File: config.mk
export PLATFORM = sky130hd
export DESIGN_NAME = ptob_front
export DESIGN_NICKNAME = d
export VERILOG_FILES = /design/src/rtl/core/assert_macros.svh /design/src/rtl/core/ptob_pkg.sv /design/src/rtl/core/ptob_front.sv
export SDC_FILE = /design/constraint.sdc
export NUM_CORES = 1
export LEC_CHECK = 0
export CAP_MARGIN = 20
export CORE_AREA = 3 3 125 79
export DETAILED_ROUTE_END_ITERATION = 12
export DIE_AREA = 0 0 128 82
export DONT_BUFFER_PORTS = 1
export PLACE_DENSITY = 0.47
export SLEW_MARGIN = 10
export SYNTH_ARGS = -nofsm -noshare
export SYNTH_HDL_FRONTEND = slang
export SYNTH_SLANG_ARGS = --single-unit
File: constraint.sdc
create_clock -name clk -period 2.1 [get_ports clk]
set_clock_uncertainty 0.15 [all_clocks]
set_input_delay 0.315 -clock clk [delete_from_list [all_inputs] [get_ports clk]]
set_output_delay 0.315 -clock clk [all_outputs]
set_load 0.005 [all_outputs]
File: src/rtl/core/assert_macros.svh
// Assertion macros for the order book RTL.
// Included by files that carry concurrent checks; no other dependencies.
`ifndef ASSERT_MACROS_SVH
`define ASSERT_MACROS_SVH
`ifndef SYNTHESIS
`define ASSERT_IMPLIES(label, clk, rst_n, a, b) \
	label: assert property (@(posedge clk) disable iff (!rst_n) (a) |-> (b)) \
		else $error("assertion failed");
`define ASSERT_NEXT(label, clk, rst_n, a, b) \
	label: assert property (@(posedge clk) disable iff (!rst_n) (a) |=> (b)) \
		else $error("assertion failed");
`else
`define ASSERT_IMPLIES(label, clk, rst_n, a, b)
`define ASSERT_NEXT(label, clk, rst_n, a, b)
`endif
`endif

File: src/rtl/core/ptob_pkg.sv
// Package for the price-time order book: sizes, codes and word types.
// No dependencies.
`default_nettype none
package ptob_pkg;
	localparam int ORDER_SLOTS  = 256;
	localparam int PRICE_LEVELS = 64;
	localparam int PRICE_BITS   = 16;
	localparam int ID_BITS      = $clog2(ORDER_SLOTS);
	localparam int LINK_BITS    = ID_BITS + 1;
	localparam int LVL_BITS     = $clog2(PRICE_LEVELS);
	localparam int QDEPTH       = 2;

	typedef enum logic [1:0] {
		CMD_INSERT = 2'd0,
		CMD_CANCEL = 2'd1,
		CMD_POP    = 2'd2,
		CMD_PEEK   = 2'd3
	} cmd_t;

	typedef enum logic [2:0] {
		ST_OK      = 3'd0,
		ST_EMPTY   = 3'd1,
		ST_INUSE   = 3'd2,
		ST_UNKNOWN = 3'd3,
		ST_FULL    = 3'd4
	} status_t;

	typedef struct packed {
		logic [1:0]  command;
		logic [7:0]  order_id;
		logic [15:0] order_price;
	} in_word_t;

	typedef struct packed {
		logic [2:0]  status;
		logic [15:0] best_price;
		logic [7:0]  best_order_id;
		logic        book_empty;
	} out_word_t;

	// Classified command passed from front to back.
	typedef struct packed {
		cmd_t                  cmd;
		logic [ID_BITS-1:0]    id;
		logic [PRICE_BITS-1:0] price;
	} job_t;

	typedef enum logic [2:0] {
		B_IDLE,
		B_READ,
		B_WAIT,
		B_EXEC,
		B_FIX,
		B_DONE
	} bstate_t;
endpackage
`default_nettype wire

File: src/rtl/core/ptob_front.sv
// Front end: takes commands, classifies them and queues them for the back end.
// Depends on ptob_pkg.
`default_nettype none
module ptob_front (
	input  wire logic            clk,
	input  wire logic            arst_n,
	input  wire logic            start,
	input  wire ptob_pkg::in_word_t in_word,
	output logic                 busy,
	output logic                 job_valid,
	output ptob_pkg::job_t       job,
	input  wire logic            job_take
);
	ptob_pkg::job_t            q_q [ptob_pkg::QDEPTH];
	logic [1:0]                cnt_q;
	logic                      rd_q, wr_q;
	ptob_pkg::job_t            nj;
	logic                      push;

	assign busy      = (cnt_q == 2'(ptob_pkg::QDEPTH));
	assign push      = start && !busy;
	assign job_valid = (cnt_q != 2'd0);
	assign job       = q_q[rd_q];

	// Classify the incoming word
	always_comb begin
		nj.cmd    = ptob_pkg::cmd_t'(in_word.command);
		nj.id     = in_word.order_id[ptob_pkg::ID_BITS-1:0];
		nj.price  = in_word.order_price[ptob_pkg::PRICE_BITS-1:0];
	end

	// Hold the queue words
	always_ff @(posedge clk) begin
		if (push) q_q[wr_q] <= nj;
	end

	// Advance queue pointers
	always_ff @(posedge clk or negedge arst_n) begin
		if (!arst_n) begin
			cnt_q <= 2'd0;
			rd_q  <= 1'b0;
			wr_q  <= 1'b0;
		end else begin
			if (push) wr_q <= ~wr_q;
			if (job_take) rd_q <= ~rd_q;
			cnt_q <= cnt_q + 2'(push) - 2'(job_take);
		end
	end
endmodule
`default_nettype wire

# Yosys cells after proc, flatten, opt, wreduce, memory -nomap -nowiden
# Memory sizes are Yosys's and may differ from the RTL's.
# Index checks and enable logic that the tools add are counted.
[totals]
out_inout_bits = 28
inputBits = 30
mem_count = 1
elab_cells = 14
reg_bits = 4
ram_bits = 52
[classes]
reduce_logical = 3
bitwise = 2
eq_ne = 1
n_addsub = 2
n_mux = 2
[memory_table]
columns = ["memory", "words", "width", "rd", "rd_clocked_by_memory_dff", "wr", "line", "text"]
rows = [
  ["q_q", 2, 26, 1, 0, 1, "ptob_front.sv:14", "ptob_pkg::job_t q_q [ptob_pkg::QDEPTH];"],
]
[op_table]
columns = ["op", "count"]
rows = [
  ["adder 2 x 1 -> 2 bit", 1],
  ["equality test 2 bit (second input constant)", 1],
  ["2-to-1 mux 1 bit", 2],
  ["inverter 1 bit", 2],
  ["nonzero test 2 bit", 1],
  ["subtractor 2 x 1 -> 2 bit", 1],
  ["logical AND 1 bit", 1],
  ["logical NOT 1 bit", 1],
]

# Longest topological paths before layout
# Gate-level depths: netlist of run 1.
[logic_depth]
ltp_word = 5
depth_mapped = 7
depth_no_buf = 7

# Least setup slack after synthesis of run 1
# No wires, ideal clock.
[synth_path]
path_kind = "register -> register"
start = "register cnt_q[1]"
end = "memory q_q[0][0] (netlist name) (enable)"
synth_period_minus_slack_ns = 2.254
setup_time_ns = 0.409
path_stages_with_launch = 4
arrival_time_ns = 1.695
path_buffers = 0
setup_slack_ns = -0.154
required_ns = 1.541
path_cell_list = "dfrtp_1 > nand2b_1 > nand2_1 > nor2_1"
[synth_via]
elab_chain_cells = 5
[synth_rtl]
columns = ["item", "line", "text"]
rows = [
  ["start: declaration", "ptob_front.sv:15", "logic [1:0] cnt_q;"],
  ["start signal: assignment", "ptob_front.sv:46", "cnt_q <= cnt_q + 2'(push) - 2'(job_take);"],
  ["equality test 2 bit", "ptob_front.sv:20", "assign busy = (cnt_q == 2'(ptob_pkg::QDEPTH));"],
  ["logical NOT 1 bit", "ptob_front.sv:21", "assign push = start && !busy;"],
  ["logical AND 1 bit", "ptob_front.sv:21", ""],
  ["2-to-1 mux 1 bit", "ptob_front.sv:34", "if (push) q_q[wr_q] <= nj;"],
  ["2-to-1 mux 1 bit (implied by the code)", "ptob_front.sv:34", ""],
  ["end: declaration", "ptob_front.sv:14", ""],
]
# Every way passes these cells.

==> impl_metrics.ini, run 1 <==
[global_routing]
grt_antenna_before_repair = 0
grt_pass1_vias = 1034
groute.usage.overall_pct = 7.124
grt_max_degree = 27
grt_pass1_wl_um = 5333
grt_overflow = 0

[job]
cap_violations = 0

[drt]
wl_um = 3572
antenna_left = 0
route.detailed.drc = 0
via_per_inst = 3.786
first_iter_violations = 30
drtPass1Iterations = 4
routedWlPerCell_um = 14.17
vias = 954

[synth]
synthCells = 98
syn_area_um2 = 2171
syn_area_per_cell_um2 = 22.15
yosys_warnings = 0
synth_cell_types = 15
ys_seq_area_share_pct = 76.54
yosys_register_bits = 56
synth_nets = 130

[clock_tree]
clk_path_buf_depth = 2
cts_buffers = 5
root_buffer = clkbuf_16
cts_sinks = 56
postCtsSetupRepairBufs = 0
post_cts_resized = 0
ctsHoldBuffers = 28
clkTransAtPathRegs_ns = 0.06
htreeDepth = 2
tritoncts = built
insertion_delay_ns = 0.28

[sta]
fin_crit_sh_pct = 83.41
setup_ws_ns = 0.3483
worst_pin_slew_ns = 0.3730
rsz0062_at_grt = no
setup_tns_ns = 0
hold_viol = 0
relSlewSlack_pct = 75.13
setup_viol = 0
post-route-min-period_ns = 1.752
drv_slew = 0
fmax_mhz = 570.9

[finish]
nFillCells = 890
final_core_util_pct = 30.81
antenna_cells = 0
area_growth_syn_to_layout_pct = 26.57
nets = 167
drive_above_1_share_pct = 28.68

[power]
power_w = 0.003474
max-vdd-ir-drop_mv = 0.4528
pwr-share-clk_pct = 25.7
powerDensity_nw_per_um2 = 1265
power_frac_seq_pct = 46.4
p_comb_share_pct = 27.9
leakage_nw = 0.9877
p_sw_share_pct = 25.86
power.internal_w = 0.002576
p_sw_w = 0.0008984

[placement]
gp_congestion = 0.6753
place.port_buffers = 0
dp_hpwl_um = 2488
place_ws_ns = 0.3589

[floorplan]
ios = 58
core_um2 = 8919
die_area_um2 = 10500
dieHeight_um = 82
initial_core_util_pct = 24.34
rows = 27
die_w_um = 128

[worst_setup_path]
crit_path_max_incr_delay_ns = 0.39
criticalPathCategory = reg2out
required_ns = 1.63
critPathArrivalTime_ns = 1.29
cp_max_fo = 14
cp_slowest_cell = mux2_2
path_cells = buf_4 -> mux2_2
endpoint_kind = output pin
cp-start-kind = flip-flop

[min_path]
worst_hold_path_type = in2async

[status]
status = finished, final reports clean
## worst max-delay path: cells and delay by family, from the launching register on
kind	cells	cell delay [ns]
muxes	1	0.39
DFF	1	0.35
buffers and inverters	1	0.26
## layout make-up
type / instances / area, µm² / share of cell area, %
Sequential cell: 56 / 1662 / 60.47
Timing Repair Buffer: 33 / 317.8 / 11.57
Clock inverter: 3 / 37.54 / 1.366
Tap cell: 116 / 145.1 / 5.282
Clock buffer: 5 / 125.1 / 4.554
Multi-Input combinational cell: 37 / 452.9 / 16.48
Inverter: 2 / 7.507 / 0.2732
## per-stage QoR
stage	area [µm²]	hold WS [ns]	cells
6_report	2748	0.1454	252
5_1_grt	2748	0.1342	252
4_1_cts	2748	0.1135	252
3_5_place_dp	2305	-0.1305	216
3_3_place_gp	2305	-0.1305	216
2_1_floorplan	2173	-0.1306	98
## layer usage
metal / share of wire [%] / GRT usage [%]
met1: 36 / 6.756
met3: 13 / 5.003
met5: 0 / 0
met2: 51 / 12.63
met4: 0.45 / 1.907
## cell usage in the layout, fill, tap and decap left out
cell type / instances
clkbuf_16: 5
xnor2_1: 3
clkinv_1: 2
mux2_2: 7
nand2b_1: 1
mux2_4: 19
nor2_2: 1
and3_1: 1
buf_4: 5
xor2_1: 1
bufinv_16: 1
ha_1: 2
edfxtp_1: 52
nand2_1: 1
or2_2: 1
inv_1: 2
dlygate4sd3_1: 28
dfrtp_1: 4
## state kept, by name, indices dropped and copies added, names as in the netlist
name / cells
cnt_q: 2
wr_q: 1
q_q: 52
rd_q: 1
## worst paths after layout
check / startpoint / to / slack, ns / depth (start not counted)
setup / recovery: rd_q$_DFFE_PN0P_ / job[3] / 0.35 / 2
setup reg to reg: cnt_q[1]$_DFF_PN0_ / cnt_q[1]$_DFF_PN0_ / 0.36 / 7
min in group clk: start / wr_q$_DFFE_PN0P_ / 0.15 / 2
hold / removal: arst_n / cnt_q[1]$_DFF_PN0_ / 0.15 / 1
max in group asynchronous: arst_n / wr_q$_DFFE_PN0P_ / 1.47 / 1
hold reg to reg: cnt_q[0]$_DFF_PN0_ / cnt_q[0]$_DFF_PN0_ / 0.39 / 1
## kinds of logic after synthesis
logic type	share of synthesized area [%]
fa+ha+maj	1.153
buf+inv	2.709
xor+xnor	1.614
flops	76.54
mux	16.77
simple gates	1.211
## power groups by stage
| stage | registers, W | logic (W) | clock network (W) |
|---|---|---|---|
| after floorplan | 0.00162 | 0.000826 | 0 |
| after global placement | 0.00162 | 0.000915 | 0 |
| after detailed placement | 0.00164 | 0.000941 | 0 |
| after CTS | 0.00162 | 0.000997 | 0.000923 |
| after global routing | 0.00163 | 0.00106 | 0.000980 |
| final | 0.00161 | 0.000970 | 0.000892 |
## synth_stat cells, drive strengths merged
library cell | instances | share of area (%)
and3 | 1 | 0.29
xnor2 | 3 | 1.2
nor2 | 1 | 0.17
ha | 2 | 1.2
or2 | 1 | 0.29
mux2 | 26 | 17
nand2 | 1 | 0.17
dfrtp | 4 | 4.6
buf | 3 | 2.4
edfxtp | 52 | 72
inv | 2 | 0.35
nand2b | 1 | 0.29
xor2 | 1 | 0.40
(Power assumes the default switching activity.)
==> run 2: changes to the inputs <==
PLACE_DENSITY = 0.46   (was 0.47)
clock period = 1.65 ns   (was 2.1 ns; I/O delays follow)
==> run 2 against run 1 <==
Net effect: critical path depth is the same; wire length grew 0.62%; total power grew 35%; sequential share of layout area shrank 2.2 points; hold slack lost 0.10 ns; non-clock buffer count grew 3; clock-buffer cell count is the same; clock power grew 31%; cell area grew 3.9%.
==> impl_metrics.ini, run 2 (same netlist as run 1, synthesis figures left out) <==
[status]
status = finished, final reports clean

[global_routing]
grt_pass1_wl_um = 5533
grt.met2_usage_pct = 12.63
groute.usage.overall_pct = 7.313
gr-max-usage-layer = met2
met3_usage_pct = 4.224
grt_pass1_vias = 1042
grt_util_met1_pct = 7.177
grt_overflow = 0
grt_antenna_before_repair = 0
grt_max_degree = 27

[worst_setup_path]
cp_max_fo = 19
endpoint_kind = output pin
path_cells = buf_12 -> mux2_4
cp-start-kind = flip-flop
critical_path.top_delay_family = flip-flops
criticalPathCategory = reg2out
crit_path_max_incr_delay_ns = 0.43
critPathArrivalTime_ns = 1.23
worst-path-buf-inv = 1
cp_slowest_cell = dfrtp_2
required_ns = 1.25

[finish]
top_register = q_q
seqCellArea_um2 = 1663
drive_above_1_share_pct = 35.97
nets = 170
nFillCells = 878
layout_common_cells = 52 x edfxtp_1, 28 x dlygate4sd3_1, 22 x mux2_4
stdcell_area_um2 = 2855
area_growth_syn_to_layout_pct = 31.53
multi_input_area_um2 = 490.5
final_cells = 255
reg.largest.list = q_q x52, cnt_q x2
largest_reg_flops = 52
layout.cells.most_common = edfxtp_1
antenna_cells = 0

[sta]
worst_pin_slew_ns = 0.1972
post-route-min-period_ns = 1.623
drv_slew = 0
fmax_mhz = 616.3
hold_viol = 0
setup_viol = 0
fin_crit_sh_pct = 98.34
relSlewSlack_pct = 86.81
rsz0062_at_grt = yes

[power]
power.internal_w = 0.003467
p_sw_share_pct = 26.13
powerDensity_nw_per_um2 = 1644
leakage_nw = 1.037
p_sw_w = 0.001227
power_frac_seq_pct = 44.1
pwr-share-clk_pct = 24.9
power_w = 0.004694
max-vdd-ir-drop_mv = 0.5462
p_comb_share_pct = 31.0

[clock_tree]
insertion_delay_ns = 0.29
clkTransAtPathRegs_ns = 0.07
cts_sinks = 56
root_buffer = clkbuf_16
clk_path_buf_depth = 2
htreeDepth = 2
tritoncts = built
cts_buffers = 5

[drt]
antenna_left = 0
vias = 970
wl_um = 3594
drtPass1Iterations = 3
first_iter_violations = 18
via_per_inst = 3.804
routedWlPerCell_um = 14.09
route.detailed.drc = 0

[placement]
dp_hpwl_um = 2469
place.port_buffers = 0
place_area_um2 = 2357
dp.cells = 217
gp_congestion = 0.6974

[floorplan]
rows = 27
dieHeight_um = 82
die_area_um2 = 10500
die_w_um = 128
ios = 58
core_um2 = 8919
initial_core_util_pct = 24.34

[job]
cap_violations = 0

[min_path]
worst_hold_path_type = in2reg
==> run 2: cell count changes in the layout (fill, tap and decap cells not counted), sizes merged <==
cell      previous run  this run
buf                  5         8
clkinv               2         1
clkinvlp             0         1
==> run 2: final timing paths <==
path / end / start / slack, ns / depth (start not counted)
max in group asynchronous: rd_q$_DFFE_PN0P_ / arst_n / 1.08 / 1
hold / removal: cnt_q[1]$_DFF_PN0_ / job_take / 0.04 / 2
setup / recovery: job[22] / rd_q$_DFFE_PN0P_ / 0.03 / 2
min in group asynchronous: cnt_q[0]$_DFF_PN0_ / arst_n / 0.08 / 1
hold reg to reg: cnt_q[0]$_DFF_PN0_ / cnt_q[0]$_DFF_PN0_ / 0.41 / 1
setup reg to reg: cnt_q[1]$_DFF_PN0_ / cnt_q[0]$_DFF_PN0_ / 0.06 / 7
==> run 2: cell type report <==
| type | count | share of cell area, % |
|---|---|---|
| Tap cell | 116 | 5.083 |
| Multi-Input combinational cell | 37 | 17.18 |
| Clock buffer | 5 | 4.382 |
| Clock inverter | 3 | 1.490 |
| Timing Repair Buffer | 36 | 13.37 |
| Sequential cell | 56 | 58.24 |
| Inverter | 2 | 0.2629 |
==> run 2: repair_timing <==
action	CTS	global route
buffers inserted	1	1
endpoints found under the setup margin	8	23
hold buffers	28	0
hold endpoints to repair	57	0
resized for setup	4	4
gates cloned	0	0
pin swaps	0	3
==> run 2: metal layers <==
| metal | wire [µm] | share of wire, % | vias to the layer above |
|---|---|---|---|
| met4 | 56 | 1.6 | 0 |
| li1 | - | - | 453 |
| met2 | 1841 | 51 | 36 |
| met3 | 363 | 10 | 5 |
| met5 | 0 | 0 | - |
| met1 | 1332 | 37 | 476 |
==> run 2: power by group through the flow <==
stage          sequential [W]  clock, W  combinational (W)
4_1_cts               0.00207   0.00123            0.00145
2_1_floorplan         0.00206         0            0.00106
5_1_grt               0.00210   0.00131            0.00158
6_report              0.00207   0.00117            0.00146
3_3_place_gp          0.00208         0            0.00128
3_5_place_dp          0.00210         0            0.00131
==> run 2: per-stage QoR <==
step / utilization, % / setup WS [ns] / hold slack [ns] / TNS, ns
2_1_floorplan: - / 0.04264 / -0.1981 / 0
3_3_place_gp: 26.43 / 0.09480 / -0.1980 / 0
3_5_place_dp: 26.43 / -0.01898 / -0.1980 / -0.01898
4_1_cts: 31.75 / -0.0000001110 / 0.04863 / 0
5_1_grt: 32.01 / -0.03805 / 0.03177 / -0.5006
6_report: 32.01 / 0.02740 / 0.04421 / 0
==> run 3: changes to the inputs <==
ABC_AREA = 1   (was default)
CORE_AREA = 3 3 84 54   (was 3 3 125 79)
CTS_CLUSTER_SIZE = 25   (was default)
DIE_AREA = 0 0 87 57   (was 0 0 128 82)
PLACE_DENSITY = 0.82   (was 0.46)
==> run 3 against run 2 <==
Net effect: setup slack improved by 0.021 ns; cell area down 4.4%; global-route usage is 10 points higher; first-iteration DRC count grew to 5.5 times the previous value; die area down 53%; clock-buffer cell count rose by 3; total power shrank 11%; flip-flop and latch count is the same; highest routed layer unchanged.
==> impl_metrics.ini, run 3 <==
[clock_tree]
clk_path_buf_depth = 2
htreeDepth = 2
tritoncts = built
insertion_delay_ns = 0.29
root_buffer = clkbuf_8
clkTransAtPathRegs_ns = 0.09
cts_buffers = 5
cts_sinks = 56

[finish]
area_growth_syn_to_layout_pct = 20.76
top_register = q_q
nets = 236
largest_reg_flops = 52
layout_common_cells = 52 x edfxtp_1, 34 x inv_1, 34 x nand2_1
layout.cells.most_common = edfxtp_1
drive_above_1_share_pct = 20.98
stdcell_area_um2 = 2729
antenna_cells = 0
reg.largest.list = q_q x52, cnt_q x2

[global_routing]
grt_overflow = 0
grt_max_degree = 42
grt_pass1_wl_um = 6499
grt_antenna_before_repair = 0
grt_pass1_vias = 1332
groute.usage.overall_pct = 17.58

[power]
power.internal_w = 0.002776
power_frac_seq_pct = 49.1
p_sw_share_pct = 33.48
leakage_nw = 1.111
max-vdd-ir-drop_mv = 1.014
pwr-share-clk_pct = 17.5
power_w = 0.004173
powerDensity_nw_per_um2 = 1529
p_comb_share_pct = 33.4
p_sw_w = 0.001397

[placement]
dp_hpwl_um = 2619
gp_congestion = 0.7225
place_area_um2 = 2321
place.port_buffers = 0

[floorplan]
initial_core_util_pct = 60.71
rows = 17
die_area_um2 = 4959
core_um2 = 3722
dieHeight_um = 57
die_w_um = 87
ios = 58

[drt]
vias = 1311
drtPass1Iterations = 4
routedWlPerCell_um = 15.97
route.detailed.drc = 0
via_per_inst = 5.202
antenna_left = 0
first_iter_violations = 99
wl_um = 4025

[worst_setup_path]
rrSetupSlack_ns = 0.05
cp_max_fo = 3
cp-startpoint = cnt_q[0]$_DFF_PN0_
r2r_cells = 9
endpoint_kind = flip-flop
required_ns = 1.69
rr_startpoint = cnt_q[0]$_DFF_PN0_
timing.rr.end = cnt_q[1]$_DFF_PN0_
cp-start-kind = flip-flop
critPathArrivalTime_ns = 1.64
criticalPathCategory = reg2reg

[sta]
post-route-min-period_ns = 1.601
fmax_mhz = 624.6
fin_crit_sh_pct = 97.04
drv_slew = 0
setup_tns_ns = 0
worst_pin_slew_ns = 0.2502
hold_viol = 0
relSlewSlack_pct = 83.14
setup_viol = 0

[synth]
yosys_register_bits = 56
synth_top_area_share_pct = 69.10
ys_seq_area_share_pct = 73.53
syn_area_um2 = 2260
synth.most_common_cell = edfxtp_1
syn_area_per_cell_um2 = 13.78
async_reset_ff_share_pct = 7.143
synth_top_area_cell = edfxtp_1
synth_cell_types = 13
synth_edf_count = 52
synth_nets = 196
synthCells = 164
synth_ff_type = edfxtp_1
yosys-top-cells-count = 52 x edfxtp_1, 36 x nand2_1, 34 x inv_1
yosys_warnings = 0
yosys-top-cells-area = edfxtp_1 69%, o21ai_2 8.9%, nand2_1 6.0%

[status]
status = finished, final reports clean

[job]
cap_violations = 0

[min_path]
worst_hold_path_type = in2async
[run 3: changes by cell type after synthesis, sizes merged, moves of 2 or more]
cell,previous run,this run
buf,3,6
inv,2,34
mux2,26,0
nand2,1,36
nand3,0,2
o21ai,0,26
xnor2,3,0
[run 3: power groups by stage]
stage          registers, W  clock network, W  logic, W
2_1_floorplan       0.00204                 0   0.00109
4_1_cts             0.00204          0.000739   0.00135
3_3_place_gp        0.00206                 0   0.00122
5_1_grt             0.00207          0.000815   0.00155
3_5_place_dp        0.00208                 0   0.00128
6_report            0.00205          0.000731   0.00139
[run 3: repair_timing]
item / 4_1_cts / 5_1_grt
hold endpoints to repair: 58 / 0
buffers inserted: 0 / 3
setup endpoints to repair: 0 / 2
gates resized for setup: 0 / 3
hold buffers: 29 / 0
[run 3: metal layers]
metal | global-route usage, % | wire, µm | vias to the layer above
li1 | - | - | 628
met1 | 19.90 | 1594 | 632
met2 | 31.24 | 2097 | 43
met3 | 6.061 | 260 | 8
met4 | 5.778 | 72 | 0
met5 | 0 | 0 | -
[run 3: worst max-delay path, cell delays in order (launching register included)]
cell     delay [ns]
dfrtp_1        0.40
inv_1          0.10
nand2_2        0.08
nand2_2        0.10
ha_1           0.23
inv_1          0.07
ha_1           0.16
inv_1          0.07
nand2_1        0.09
nand2_1        0.05
[run 3: worst max-delay path by stage]
| stage | endpoint | slack (ns) | cells past startpoint |
|---|---|---|---|
| finish | cnt_q[1]$_DFF_PN0_ | 0.05 | 9 |
| floorplan | q_q[0][0]$_DFFE_PP_ | 0.03 | 3 |
| CTS | cnt_q[1]$_DFF_PN0_ | 0.02 | 9 |
| global route | cnt_q[1]$_DFF_PN0_ | -0.02 | 9 |
| detailed placement | cnt_q[1]$_DFF_PN0_ | 0.04 | 9 |
| global placement | cnt_q[1]$_DFF_PN0_ | 0.18 | 7 |
[run 3: layout make-up]
class	count	area (µm²)
fill	243	993.5
multi-input combinational	68	411.6
inverter	34	127.6
timing repair buffer	39	377.9
tap	47	58.81
sequential	56	1663
clock buffer	8	90.09
[run 3: through the flow]
stage	instances	hold WS [ns]	util (%)	setup WS, ns
global placement	212	-0.1979	62.35	0.1849
CTS	249	0.05780	72.57	0.02375
global route	252	0.06475	73.31	-0.02283
finish	252	0.07457	73.31	0.04886
floorplan	164	-0.1981	-	0.03296
detailed placement	212	-0.1980	62.35	0.03643
[run 3: logic make-up (layout without fill, tap and decap cells)]
family | Yosys count | in the layout | share of synthesized area [%]
simple gates | 39 | 39 | 6.589
flops | 56 | 56 | 73.53
compound gates | 26 | 26 | 9.579
buf+inv | 40 | 81 | 8.804
xor+xnor | 1 | 1 | 0.3877
fa+ha+maj | 2 | 2 | 1.107
